==> src/rtl/esc_pkg.sv <==
package esc_pkg;

    // Geometry and field widths.
    localparam int HEIGHT_BITS  = 20;
    localparam int MAX_COLS     = 1024;
    localparam int MAX_ROWS     = 1024;
    localparam int COL_W        = $clog2(MAX_COLS);
    localparam int ROW_W        = $clog2(MAX_ROWS);
    localparam int GEOM_W       = 11;
    localparam int INV_W        = 16;
    localparam int ANG_W        = 15;
    localparam int CLS_W        = 3;
    localparam int CELL_W       = HEIGHT_BITS + 1;

    // Arithmetic widths.
    localparam int SUM_W        = HEIGHT_BITS + 3;
    localparam int MAG_W        = SUM_W - 1;
    localparam int GRAD_W       = 31;
    localparam int MUL_W        = 32;
    localparam int PROD_W       = 2 * MUL_W;
    localparam int ROOT_STEPS   = PROD_W / 2;
    localparam int ROOT_W       = PROD_W / 2;
    localparam int ITER_W       = $clog2(ROOT_STEPS);
    localparam int CORDIC_STEPS = 18;
    localparam int CX_W         = 51;
    localparam int Z_W          = 25;
    localparam int ANGLE_MAX    = 23040;

    // Configuration port.
    localparam int APB_ADDR_W   = 5;
    localparam int APB_DATA_W   = 32;
    localparam int REG_IDX_W    = APB_ADDR_W - 2;

    localparam logic [REG_IDX_W-1:0] REG_MAP_COLS = 3'd0;
    localparam logic [REG_IDX_W-1:0] REG_MAP_ROWS = 3'd1;
    localparam logic [REG_IDX_W-1:0] REG_INV_CELL = 3'd2;
    localparam logic [REG_IDX_W-1:0] REG_BOUND_1  = 3'd3;
    localparam logic [REG_IDX_W-1:0] REG_BOUND_2  = 3'd4;
    localparam logic [REG_IDX_W-1:0] REG_BOUND_3  = 3'd5;
    localparam logic [REG_IDX_W-1:0] REG_BOUND_4  = 3'd6;

    typedef struct packed {
        logic                          ok;
        logic signed [HEIGHT_BITS-1:0] h;
    } t_cell;

    typedef struct packed {
        logic signed [HEIGHT_BITS-1:0] height_mm;
        logic                          height_ok;
    } t_in_item;

    typedef struct packed {
        logic [ROW_W-1:0] cell_row;
        logic [COL_W-1:0] cell_col;
        logic [ANG_W-1:0] slope_angle;
        logic             slope_ok;
        logic [CLS_W-1:0] slope_class;
        logic             map_done;
    } t_out_item;

    typedef struct packed {
        logic [GEOM_W-1:0] map_cols;
        logic [GEOM_W-1:0] map_rows;
        logic [INV_W-1:0]  inv_cell_q16;
        logic [ANG_W-1:0]  class_bound_1;
        logic [ANG_W-1:0]  class_bound_2;
        logic [ANG_W-1:0]  class_bound_3;
        logic [ANG_W-1:0]  class_bound_4;
    } t_cfg;

    typedef enum logic [3:0] {
        S_IDLE, S_RD_NEAR, S_RD_EAST, S_SELECT, S_LOAD, S_GRAD_X, S_GRAD_Y,
        S_SQ_X, S_SQ_Y, S_SUM, S_ROOT, S_ROT_INIT, S_ROTATE, S_FINISH,
        S_EMIT, S_UPDATE
    } t_state;

    // Which reported cell is being worked on for the current transaction.
    typedef enum logic [1:0] {
        KIND_UPPER, KIND_WEST, KIND_LAST, KIND_END
    } t_kind;

    typedef struct packed {
        logic              accept;
        logic              cap_near;
        logic              cap_east;
        logic              load;
        logic              grad_x;
        logic              grad_y;
        logic              sq_x;
        logic              sq_y;
        logic              sum;
        logic              root;
        logic              rot_init;
        logic              rotate;
        logic              finish;
        logic              emit;
        logic              update;
        t_kind             kind;
        logic [ITER_W-1:0] iter;
    } t_cmd;

    typedef struct packed {
        logic need_upper;
        logic need_west;
        logic need_last;
        logic out_free;
    } t_status;

    // Arctangent of 2^-i in 2^-16 degree.
    function automatic logic signed [Z_W-1:0] atan_entry(input logic [ITER_W-1:0] idx);
        logic signed [Z_W-1:0] v;
        case (idx)
            5'd0:    v = 25'sd2949120;
            5'd1:    v = 25'sd1740967;
            5'd2:    v = 25'sd919879;
            5'd3:    v = 25'sd466945;
            5'd4:    v = 25'sd234379;
            5'd5:    v = 25'sd117304;
            5'd6:    v = 25'sd58666;
            5'd7:    v = 25'sd29335;
            5'd8:    v = 25'sd14668;
            5'd9:    v = 25'sd7334;
            5'd10:   v = 25'sd3667;
            5'd11:   v = 25'sd1833;
            5'd12:   v = 25'sd917;
            5'd13:   v = 25'sd458;
            5'd14:   v = 25'sd229;
            5'd15:   v = 25'sd115;
            5'd16:   v = 25'sd57;
            5'd17:   v = 25'sd29;
            default: v = '0;
        endcase
        return v;
    endfunction

endpackage

==> src/rtl/esc_ctrl.sv <==
module esc_ctrl (
    input  logic            i_clk,
    input  logic            i_rst_n,
    input  logic            i_in_valid,
    input  esc_pkg::t_status i_status,
    output esc_pkg::t_cmd   o_cmd,
    output logic            o_in_stall
);

    esc_pkg::t_state             r_state, n_state;
    esc_pkg::t_kind              r_kind, n_kind;
    logic [esc_pkg::ITER_W-1:0]  r_iter, n_iter;
    logic                        need;
    logic                        root_last;
    logic                        rot_last;

    function automatic esc_pkg::t_kind kind_after(input esc_pkg::t_kind k);
        esc_pkg::t_kind v;
        case (k)
            esc_pkg::KIND_UPPER: v = esc_pkg::KIND_WEST;
            esc_pkg::KIND_WEST:  v = esc_pkg::KIND_LAST;
            default:             v = esc_pkg::KIND_END;
        endcase
        return v;
    endfunction

    // Whether the current candidate cell produces a result.
    always_comb begin
        case (r_kind)
            esc_pkg::KIND_UPPER: need = i_status.need_upper;
            esc_pkg::KIND_WEST:  need = i_status.need_west;
            esc_pkg::KIND_LAST:  need = i_status.need_last;
            default:             need = 1'b0;
        endcase
    end

    assign root_last = (r_iter == esc_pkg::ITER_W'(esc_pkg::ROOT_STEPS - 1));
    assign rot_last  = (r_iter == esc_pkg::ITER_W'(esc_pkg::CORDIC_STEPS - 1));

    // Next state, candidate and iteration count.
    always_comb begin
        n_state = r_state;
        n_kind  = r_kind;
        n_iter  = r_iter;
        case (r_state)
            esc_pkg::S_IDLE: begin
                if (i_in_valid) begin
                    n_state = esc_pkg::S_RD_NEAR;
                    n_kind  = esc_pkg::KIND_UPPER;
                end
            end
            esc_pkg::S_RD_NEAR: n_state = esc_pkg::S_RD_EAST;
            esc_pkg::S_RD_EAST: n_state = esc_pkg::S_SELECT;
            esc_pkg::S_SELECT: begin
                if (r_kind == esc_pkg::KIND_END) begin
                    n_state = esc_pkg::S_UPDATE;
                end else if (need) begin
                    n_state = esc_pkg::S_LOAD;
                end else begin
                    n_kind = kind_after(r_kind);
                end
            end
            esc_pkg::S_LOAD:   n_state = esc_pkg::S_GRAD_X;
            esc_pkg::S_GRAD_X: n_state = esc_pkg::S_GRAD_Y;
            esc_pkg::S_GRAD_Y: n_state = esc_pkg::S_SQ_X;
            esc_pkg::S_SQ_X:   n_state = esc_pkg::S_SQ_Y;
            esc_pkg::S_SQ_Y:   n_state = esc_pkg::S_SUM;
            esc_pkg::S_SUM: begin
                n_state = esc_pkg::S_ROOT;
                n_iter  = '0;
            end
            esc_pkg::S_ROOT: begin
                n_iter = r_iter + esc_pkg::ITER_W'(1);
                if (root_last) begin
                    n_state = esc_pkg::S_ROT_INIT;
                end
            end
            esc_pkg::S_ROT_INIT: begin
                n_state = esc_pkg::S_ROTATE;
                n_iter  = '0;
            end
            esc_pkg::S_ROTATE: begin
                n_iter = r_iter + esc_pkg::ITER_W'(1);
                if (rot_last) begin
                    n_state = esc_pkg::S_FINISH;
                end
            end
            esc_pkg::S_FINISH: n_state = esc_pkg::S_EMIT;
            esc_pkg::S_EMIT: begin
                if (i_status.out_free) begin
                    n_state = esc_pkg::S_SELECT;
                    n_kind  = kind_after(r_kind);
                end
            end
            esc_pkg::S_UPDATE: n_state = esc_pkg::S_IDLE;
            default:           n_state = esc_pkg::S_IDLE;
        endcase
    end

    // Commands to the datapath.
    always_comb begin
        o_cmd          = '0;
        o_cmd.kind     = r_kind;
        o_cmd.iter     = r_iter;
        o_cmd.accept   = (r_state == esc_pkg::S_IDLE) && i_in_valid;
        o_cmd.cap_near = (r_state == esc_pkg::S_RD_NEAR);
        o_cmd.cap_east = (r_state == esc_pkg::S_RD_EAST);
        o_cmd.load     = (r_state == esc_pkg::S_LOAD);
        o_cmd.grad_x   = (r_state == esc_pkg::S_GRAD_X);
        o_cmd.grad_y   = (r_state == esc_pkg::S_GRAD_Y);
        o_cmd.sq_x     = (r_state == esc_pkg::S_SQ_X);
        o_cmd.sq_y     = (r_state == esc_pkg::S_SQ_Y);
        o_cmd.sum      = (r_state == esc_pkg::S_SUM);
        o_cmd.root     = (r_state == esc_pkg::S_ROOT);
        o_cmd.rot_init = (r_state == esc_pkg::S_ROT_INIT);
        o_cmd.rotate   = (r_state == esc_pkg::S_ROTATE);
        o_cmd.finish   = (r_state == esc_pkg::S_FINISH);
        o_cmd.emit     = (r_state == esc_pkg::S_EMIT) && i_status.out_free;
        o_cmd.update   = (r_state == esc_pkg::S_UPDATE);
    end

    assign o_in_stall = (r_state != esc_pkg::S_IDLE);

    always_ff @(posedge i_clk) begin
        if (!i_rst_n) begin
            r_state <= esc_pkg::S_IDLE;
            r_kind  <= esc_pkg::KIND_UPPER;
            r_iter  <= '0;
        end else begin
            r_state <= n_state;
            r_kind  <= n_kind;
            r_iter  <= n_iter;
        end
    end

endmodule

==> config.mk <==
export PLATFORM = sky130hd
export DESIGN_NAME = esc_ctrl
export DESIGN_NICKNAME = d
export VERILOG_FILES = /design/src/rtl/esc_pkg.sv /design/src/rtl/esc_ctrl.sv
export SDC_FILE = /design/constraint.sdc
export NUM_CORES = 1
export LEC_CHECK = 0
export BUFFER_PORTS_ARGS = -buffer_cell sky130_fd_sc_hd__buf_2
export CORE_ASPECT_RATIO = 1.1
export CORE_MARGIN = 5
export CORE_UTILIZATION = 44
export CTS_CLUSTER_SIZE = 16
export DETAILED_ROUTE_END_ITERATION = 8
export GPL_ROUTABILITY_DRIVEN = 0
export PLACE_DENSITY = 0.75
export RECOVER_POWER = 25
export SLEW_MARGIN = 15
export SYNTH_ARGS = -nofsm -noshare
export SYNTH_HDL_FRONTEND = slang
export SYNTH_SLANG_ARGS = --single-unit
==> constraint.sdc <==
create_clock -name i_clk -period 1.74 [get_ports i_clk]
set_input_delay 0.261 -clock i_clk [delete_from_list [all_inputs] [get_ports i_clk]]
set_output_delay 0.261 -clock i_clk [all_outputs]
set_load 0.03 [all_outputs]
# == Word-level counts from Yosys, hierarchy flattened ==
# Index checks and enable logic that the tools add are counted.
# Widths: inputs -> output; s select.
# classes
add_sub_neg,1
mul,0
reduce_logical,11
eq_ne,27
bitwise_logic,0
shift,0
mux,15
order_cmp,0
div,0
# op_table
op,n
$pmux 4 s16,1
$eq 4x4->1 const B,8
$mux 4,6
$eq 4x3->1 const B,4
$eq 5x5->1 const B,2
$pmux 5 s2,1
$reduce_and 5->1,2
$eq 4x2->1 const B,2
$mux 2,4
$ne 2x2->1 const B,4
$pmux 2 s3,1
$add 5x1->5 const B,1
$eq 2x2->1 const B,2
$eq 4x1->1 const B,1
$logic_not 4->1,1
$ne 2x1->1 const B,2
$pmux 2 s2,1
$reduce_bool 4->1,1
$reduce_or 2->1,2
$ne 3x3->1 const B,1
$pmux 1 s3,1
$reduce_bool 3->1,1
$eq 2x1->1 const B,1
$logic_and 1x1->1,2
other kinds (2),2
# word_totals
latch_bits,0
reg_bits,11
n_memories,0
output_inout_bits,23
ramBits,0
input_bits,7
elab_cells,57
mem_bits_ro,0

# == Logic depth before layout (Yosys ltp) ==
# Gate-level depths: netlist of the first run.
# depth
ltp_word,5
ltp_mapped,6
depth_no_buf,6

# == Least setup slack after synthesis of the first run ==
# OpenSTA, ideal clock, no wires.
# synth_path
path_kind,register -> register
from,register r_iter[0] (netlist bit)
to,register r_state[3]
required_time_ps,1618
path_stages_with_launch,7
arrival_ps,1873
synth_period_minus_slack_ps,1995
n_path_buf,0
slack_ps,-255
setup_time_ps,122
cell_sequence,dfxtp_1 ha_1 and3_1 ha_1 o22ai_2 or3_4 o311a_1
# synth_between
elab_chain_len,3
elab_cells_between_ends,5
cone_classes,4 x eq/ne; 1 x reduce/logical
# synth_rtl
item,line,rtl
start: declaration,esc_ctrl.sv:12,"logic [esc_pkg::ITER_W-1:0] r_iter, n_iter;"
start signal: assignment,esc_ctrl.sv:132,r_iter <= n_iter;
"$eq 5x5->1, on equally long branches","esc_ctrl.sv:37, esc_ctrl.sv:38",
$ne 2x1->1 (no line),-,
$reduce_and 5->1 (no line) (*),-,
end signal: assignment,esc_ctrl.sv:126,r_state <= esc_pkg::S_IDLE;
end signal: assignment,esc_ctrl.sv:130,r_state <= n_state;
end: declaration,esc_ctrl.sv:10,"esc_pkg::t_state r_state, n_state;"
# Every way passes the cells marked *; elsewhere a longest branch is shown, timed or not.
# A chain may end at the register's enable or synchronous reset.

# == Final worst setup path of the first run ==
# Ends and elaborated chain as after synthesis.

==> metrics.cfg, run 1 <==
[outcome]
outcome = finished, final reports clean

[grt]
antenna_found_initial = 0
overflow = 0
grt.total_usage = 0.180
grt_pass1_vias = 930
grt_max_degree = 13
grt_pass1_wl_mm = 4.13

[setup_path]
reg2reg_slack_ns = 0.05
setup.worst_path.end_class = flip-flop
path_class = flip-flop to flip-flop
critPathMaxFanout = 4
timing.rr.start = r_iter[0]
arrival_ns = 1.85
crit_path_start_kind = flip-flop
reg2regPathDepth = 6
regToRegEndpoint = r_state[3]
required_ns = 1.90

[finish]
utilization = 0.690
drive_gt1_frac = 0.442
syn_to_final_growth_pct = 46.3
antenna_cells = 0
nets = 167
final.fill_count = 160

[cts]
path_clk_slew_ns = 0.07
cts_htree_levels = 1
cts_tree = built
insertion_delay_ns = 0.27
numCtsBuffers = 3
cts_hold_buf = 0
cts.sink_count = 11
clk_path_buf_depth = 2
clockRootBuffer = clkbuf_4

[power]
power_density_nw_per_um2 = 594
vdd_drop_max_mv = 0.398
p_leak_nw = 0.542

[timing]
hold_viol_final = 0
tightest_slew_ns = 0.443
finalClockSkew_ns = 0.00416
min_period_ns = 1.69
rsz0062_at_grt = yes
drv_slew = 0
post-route-period-util = 0.972
whs_ns = 0.254
max_freq_ghz = 0.591
setup_violations = 0
relSlewSlack = 0.701

[synthesis]
ys_types = 44
synth_nets = 120
synth_edf_count = 0
synth-seq-area-share = 0.256
yosysWarningCount = 0
ys_top_cells_by_area = dfxtp_1 (26%), nand2_1 (4.8%), nor2_1 (4.8%)
synth_commonest_cells = dfxtp_1 (11), nand2_1 (11), nor2_1 (11)
async_reset_ff_frac = 0
synth_area_leader_cell = dfxtp_1
synthesis.area_sq_um = 860
dominantRegCellSynth = dfxtp_1
synth-seq-cells = 11
synth_top_area_share = 0.256
syn_avg_cell_area_sq_um = 7.81
synth_cells = 110

[floorplanning]
die_h_um = 56.4
ioPinCount = 30
coreArea_sq_um = 1820
die_w_um = 52.1
start_util = 0.472
std_cell_rows = 16
die-area_sq_um = 2940

[drt]
drt_iter0_drc = 10
drt-pass1-iter-count = 4
dr_total_vias = 997
wirelength_mm = 2.54
ant_nets = 0
wl_per_cell_um = 13.9
vias_per_cell = 5.45
drc_errors = 0

[worst_hold_path]
hold_path_depth = 2
hold_class = primary input to flip-flop
holdPathEnd = r_state[3]
hold_start = i_rst_n

[placed_design]
portBuffers = 29
dp_hpwl_mm = 1.82

[run]
drv_cap = 0

## layout by cell type (no fill, tap or decap), drive strengths merged, types with 2 or more instances in the layout
| master | count |
|---|---|
| buf | 40 |
| clkbuf | 12 |
| nand2 | 11 |
| nor2 | 11 |
| dfxtp | 11 |
| a21oi | 8 |
| inv | 7 |
| nor3 | 6 |
| nand2b | 5 |
| o21ai | 5 |
| a211oi | 4 |
| nand3 | 3 |
| ha | 3 |
| nand4bb | 2 |
| and3 | 2 |
| or3 | 2 |
| o221a | 2 |
## power by group
part	internal, mW	switching [mW]	total [mW]
sequential	0.264	0.0298	0.294
clock	0.0851	0.0855	0.171
combinational	0.125	0.157	0.282
total	0.475	0.272	0.747
## through the flow
| step | std cells | cell area (sq um) | setup TNS [ns] | power, mW | setup WS, ns |
|---|---|---|---|---|---|
| after floorplan | 110 | 877 | -0.0376 | 0.472 | -0.0376 |
| after global placement | 173 | 1120 | 0 | 0.539 | 0.0374 |
| after detailed placement | 173 | 1120 | 0 | 0.546 | 0.00355 |
| after CTS | 181 | 1190 | 0 | 0.726 | 0.00863 |
| after global routing | 183 | 1260 | -0.0167 | 0.793 | -0.0157 |
| final | 183 | 1260 | 0 | 0.747 | 0.0479 |
## kinds of logic after synthesis
| group | share of synthesized area |
|---|---|
| DFF | 0.256 |
| AOI/OAI and AO/OA | 0.285 |
| adders and majority gates | 0.0437 |
| muxes | 0.0247 |
| buffers and inverters | 0.0728 |
| and+or+nand+nor | 0.317 |
## worst max-delay path: stages (launching register included)
cell	delay, ns
dfxtp_4	0.37
ha_4	0.13
and3_1	0.16
ha_2	0.17
o22ai_2	0.09
or3_4	0.36
o311a_1	0.29
## registers in the layout (all words and copies together), names as in the netlist
register  count
r_state       4
r_iter        5
r_kind        2
## repair_timing
item                       CTS  global route
setup buffers                4             2
setup endpoints to repair    7            17
gates cloned                 0             0
gates resized for setup      4            13
pin swaps                    1             0
## routing by layer
metal,share of wire,GRT usage,up-vias
li1,-,-,504
met1,0.44,0.223,468
met2,0.51,0.294,19
met3,0.031,0.0608,6
met4,0.017,0.0438,0
met5,0,0,-
## final cells by class
cell class                 count  area [sq um]  share of cell area
tap                           27          33.8              0.0269
clock buffer                   3          22.5              0.0179
inverter                       7          26.3              0.0209
clock inverter                 1          5.00             0.00398
sequential                    11           235               0.187
multi-input combinational     85           628               0.500
timing repair buffer          49           307               0.244
## how the worst max path moves through the flow
stage                     slack [ns]  cells after the start        from          to
after global placement          0.04                      6   r_iter[0]  r_state[3]
after detailed placement       0.004                      6   r_iter[0]  r_state[3]
after global routing           -0.02                      4   r_kind[0]  r_state[3]
after CTS                      0.009                      4  r_state[0]    o_cmd[8]
final                           0.05                      6   r_iter[0]  r_state[3]
after floorplan                -0.04                      5   r_iter[2]  r_state[3]
(Power assumes the default switching activity.)
==> run 2: changes to the inputs <==
--- a/config.mk
+++ b/config.mk
@@ -14,6 +14,7 @@
 export GPL_ROUTABILITY_DRIVEN = 0
 export PLACE_DENSITY = 0.75
 export RECOVER_POWER = 25
+export REMOVE_ABC_BUFFERS = 1
 export SLEW_MARGIN = 15
 export SYNTH_ARGS = -nofsm -noshare
 export SYNTH_HDL_FRONTEND = slang
==> constraint.sdc (replaced) <==
create_clock -name i_clk -period 1.4 [get_ports i_clk]
set_input_delay 0.21 -clock i_clk [delete_from_list [all_inputs] [get_ports i_clk]]
set_output_delay 0.21 -clock i_clk [all_outputs]
set_load 0.03 [all_outputs]
==> run 2 against run 1 <==
Net effect:
- the flow now stops in 4_1_cts
- synthesized area unchanged
- synthesized cell count is the same
==> metrics.cfg, run 2 <==
[synthesis]
yosysWarningCount = 0  ; unchanged
synth-seq-area-share = 0.256  ; unchanged
synth_area_leader_cell = dfxtp_1
dominantRegCellSynth = dfxtp_1
synth_edf_count = 0  ; unchanged
synth_cells = 110  ; unchanged
synth-seq-cells = 11  ; unchanged
async_reset_ff_frac = 0  ; unchanged
synth_top_area_share = 0.256  ; unchanged
ys_types = 44  ; unchanged
syn_avg_cell_area_sq_um = 7.81  ; unchanged
ys_top_cells_by_area = dfxtp_1 (26%), nand2_1 (4.8%), nor2_1 (4.8%)
synthesis.area_sq_um = 860  ; unchanged
synth_commonest_cells = dfxtp_1 (11), nand2_1 (11), nor2_1 (11)

[cts]
cts.sink_count = 11  ; unchanged
clockRootBuffer = clkbuf_4
cts_hold_buf = 0  ; unchanged
clk_path_buf_depth = 2  ; unchanged
cts_resized = 91  ; +87
post-cts-setup-buffers = 23  ; +19
numCtsBuffers = 3  ; unchanged
cts_htree_levels = 1  ; unchanged

[floorplanning]
ioPinCount = 30  ; unchanged
std_cell_rows = 16  ; unchanged
die_h_um = 56.4  ; unchanged
die_w_um = 52.1  ; unchanged
start_util = 0.472  ; unchanged

[outcome]
tool.error = [ERROR DPL-0033] detailed placement checks failed during check placement.
haltStage = 4_1_cts
outcome = did not finish

[placed_design]
dp_hpwl_mm = 1.98  ; +9.0%
portBuffers = 29  ; unchanged
dp.cells = 187  ; +8.1%

-- run 2: cell counts after synthesis --
Identical to the previous run, type by type.
-- run 2: metrics by stage --
step	hold WS (ns)	setup WS (ns)	util	cell area, sq um
after detailed placement	0.502	-0.364	0.666	1210
after global placement	0.486	-0.308	0.666	1210
after floorplan	0.341	-0.595	-	823
-- run 2: logic make-up after synthesis --
| logic type | after synthesis | share of synthesized area |
|---|---|---|
| AO/OA/AOI/OAI | 31 | 0.285 |
| multiplexers | 2 | 0.0247 |
| adder cells (fa/ha/maj) | 3 | 0.0437 |
| flip-flops | 11 | 0.256 |
| AND/OR/NAND/NOR | 49 | 0.317 |
| buffers and inverters | 14 | 0.0728 |
==> run 3: changes to the inputs <==
--- a/config.mk
+++ b/config.mk
@@ -6,13 +6,11 @@
 export NUM_CORES = 1
 export LEC_CHECK = 0
 export BUFFER_PORTS_ARGS = -buffer_cell sky130_fd_sc_hd__buf_2
-export CORE_ASPECT_RATIO = 1.1
-export CORE_MARGIN = 5
-export CORE_UTILIZATION = 44
-export CTS_CLUSTER_SIZE = 16
+export CORE_AREA = 5 5 66 68
 export DETAILED_ROUTE_END_ITERATION = 8
+export DIE_AREA = 0 0 71 73
 export GPL_ROUTABILITY_DRIVEN = 0
-export PLACE_DENSITY = 0.75
+export PLACE_DENSITY_LB_ADDON = 0.15
 export RECOVER_POWER = 25
 export REMOVE_ABC_BUFFERS = 1
 export SLEW_MARGIN = 15
==> constraint.sdc (replaced) <==
create_clock -name i_clk -period 1.8 [get_ports i_clk]
set_input_delay 0.27 -clock i_clk [delete_from_list [all_inputs] [get_ports i_clk]]
set_output_delay 0.27 -clock i_clk [all_outputs]
set_load 0.03 [all_outputs]
==> run 3 against run 2 <==
Net effect:
- the flow now finishes without violations
==> metrics.cfg, run 3 (synthesized netlist as in run 1, its figures left out) <==
[finish]
largest_register_ffs = 5
layout_common_cells = buf_2 (21), buf_4 (16), nand2_1 (11), nor2_1 (10), clkbuf_1 (8)
layout_commonest_cell = buf_2
drive_gt1_frac = 0.377
nets = 162
largest-register = r_iter
final.fill_count = 449
reg.largest.list = r_iter x5, r_state x4, r_kind x2
antenna_cells = 0
syn_to_final_growth_pct = 40.6

[cts]
path_clk_slew_ns = 0.06
numCtsBuffers = 3  ; unchanged
post-cts-setup-buffers = 0  ; -100%
cts_hold_buf = 0  ; unchanged
insertion_delay_ns = 0.25
clk_path_buf_depth = 2  ; unchanged
cts_htree_levels = 1  ; unchanged
cts_tree = built
cts.sink_count = 11  ; unchanged
clockRootBuffer = clkbuf_8

[setup_path]
required_ns = 1.94
path_class = flip-flop to flip-flop
arrival_ns = 1.84
setup.worst_path.end_class = flip-flop
critPathMaxFanout = 4
cp_slowest_stage_delay_ns = 0.40
crit_chain = ha_2 > and3_1 > ha_1 > o22ai_2 > or3_4 > o311a_1
critPathSlowestCell = or3_4
regToRegEndpoint = r_state[3]
reg2reg_slack_ns = 0.1
timing.rr.start = r_iter[0]
reg2regPathDepth = 6
crit_path_start_kind = flip-flop

[power]
total_power_mw = 0.791
power_density_nw_per_um2 = 655
vdd_drop_max_mv = 0.293
p_leak_nw = 0.509

[floorplanning]
std_cell_rows = 23  ; +7
die-area_sq_um = 5180
die_h_um = 73  ; +30%
start_util = 0.226  ; -0.246
die_w_um = 71  ; +36%
ioPinCount = 30  ; unchanged
coreArea_sq_um = 3800

[timing]
setup_ws_ns = 0.0970
hold_viol_final = 0
drv_slew = 0
tightest_slew_ns = 0.360
min_period_ns = 1.70
rsz0062_at_grt = no
setup_violations = 0
finalClockSkew_ns = 0.00486
max_freq_ghz = 0.587
relSlewSlack = 0.757
post-route-period-util = 0.946

[outcome]
outcome = finished, final reports clean

[worst_hold_path]
hold_class = primary input to flip-flop
holdPathEnd = r_state[3]
hold_path_depth = 2
hold_start = i_rst_n

[drt]
drc_errors = 0
dr_total_vias = 939
wirelength_mm = 2.57
wl_per_cell_um = 12.8
drt-pass1-iter-count = 4
drt_iter0_drc = 18
ant_nets = 0
vias_per_cell = 4.67

[placed_design]
dp_hpwl_mm = 2.02  ; +2.1%
portBuffers = 29  ; unchanged
dp_slack_ns = 0.0663  ; +0.430 ns

[grt]
grt.total_usage = 0.104
overflow = 0
grt_pass1_vias = 938
grt_max_degree = 15
grt_pass1_wl_mm = 4.34
antenna_found_initial = 0

[run]
drv_cap = 0

run 3: layer usage:
layer,part of all wire,global-route usage,vias to the layer above
met5,0,0,-
met4,0.019,0.0438,0
met3,0.033,0.0234,4
met2,0.47,0.178,11
met1,0.48,0.127,435
li1,-,-,489
run 3: area by class of cell:
cell class | count | area, sq um | area share
clock buffers | 4 | 45.0 | 0.0373
inverters | 7 | 26.3 | 0.0217
multi-input cells | 85 | 593 | 0.491
flip-flops and latches | 11 | 230 | 0.190
well taps | 50 | 62.6 | 0.0518
repair buffers | 44 | 251 | 0.208
run 3: report_power, final:
| group | internal (mW) | switching (mW) | total, mW |
|---|---|---|---|
| sequential | 0.258 | 0.0353 | 0.293 |
| clock | 0.157 | 0.110 | 0.266 |
| combinational | 0.0981 | 0.134 | 0.232 |
run 3: worst max-delay path by stage:
stage               slack, ns    endpoint  cells after the start  startpoint
CTS                     0.004    o_cmd[8]                      4  r_state[0]
global route            0.002   o_cmd[20]                      5  r_state[2]
global placement         0.10  r_state[3]                      6   r_iter[0]
detailed placement       0.07  r_state[3]                      6   r_iter[0]
finish                    0.1  r_state[3]                      6   r_iter[0]
floorplan               -0.19  r_state[3]                      6   r_iter[0]
run 3: what timing repair did:
action                     in CTS  in global routing
resized for setup               3                  9
setup endpoints to repair       3                 11
pin swaps                       0                  0
run 3: metrics by stage:
stage                     setup TNS [ns]  area (sq um)  utilization  cells  hold WS [ns]
final                                  0          1210        0.318    201         0.282
after global routing                   0          1210        0.318    201         0.295
after CTS                              0          1190        0.314    201         0.291
after detailed placement               0          1140        0.301    197         0.516
after global placement                 0          1140        0.301    197         0.525
after floorplan                   -0.524           823            -    103         0.401
run 3: worst max-delay path, delay by kind of cell (launching register included):
kind            cells  cell delay [ns]
fa+ha+maj           2             0.32
compound gates      2             0.38
flops               1             0.34
simple gates        2             0.55
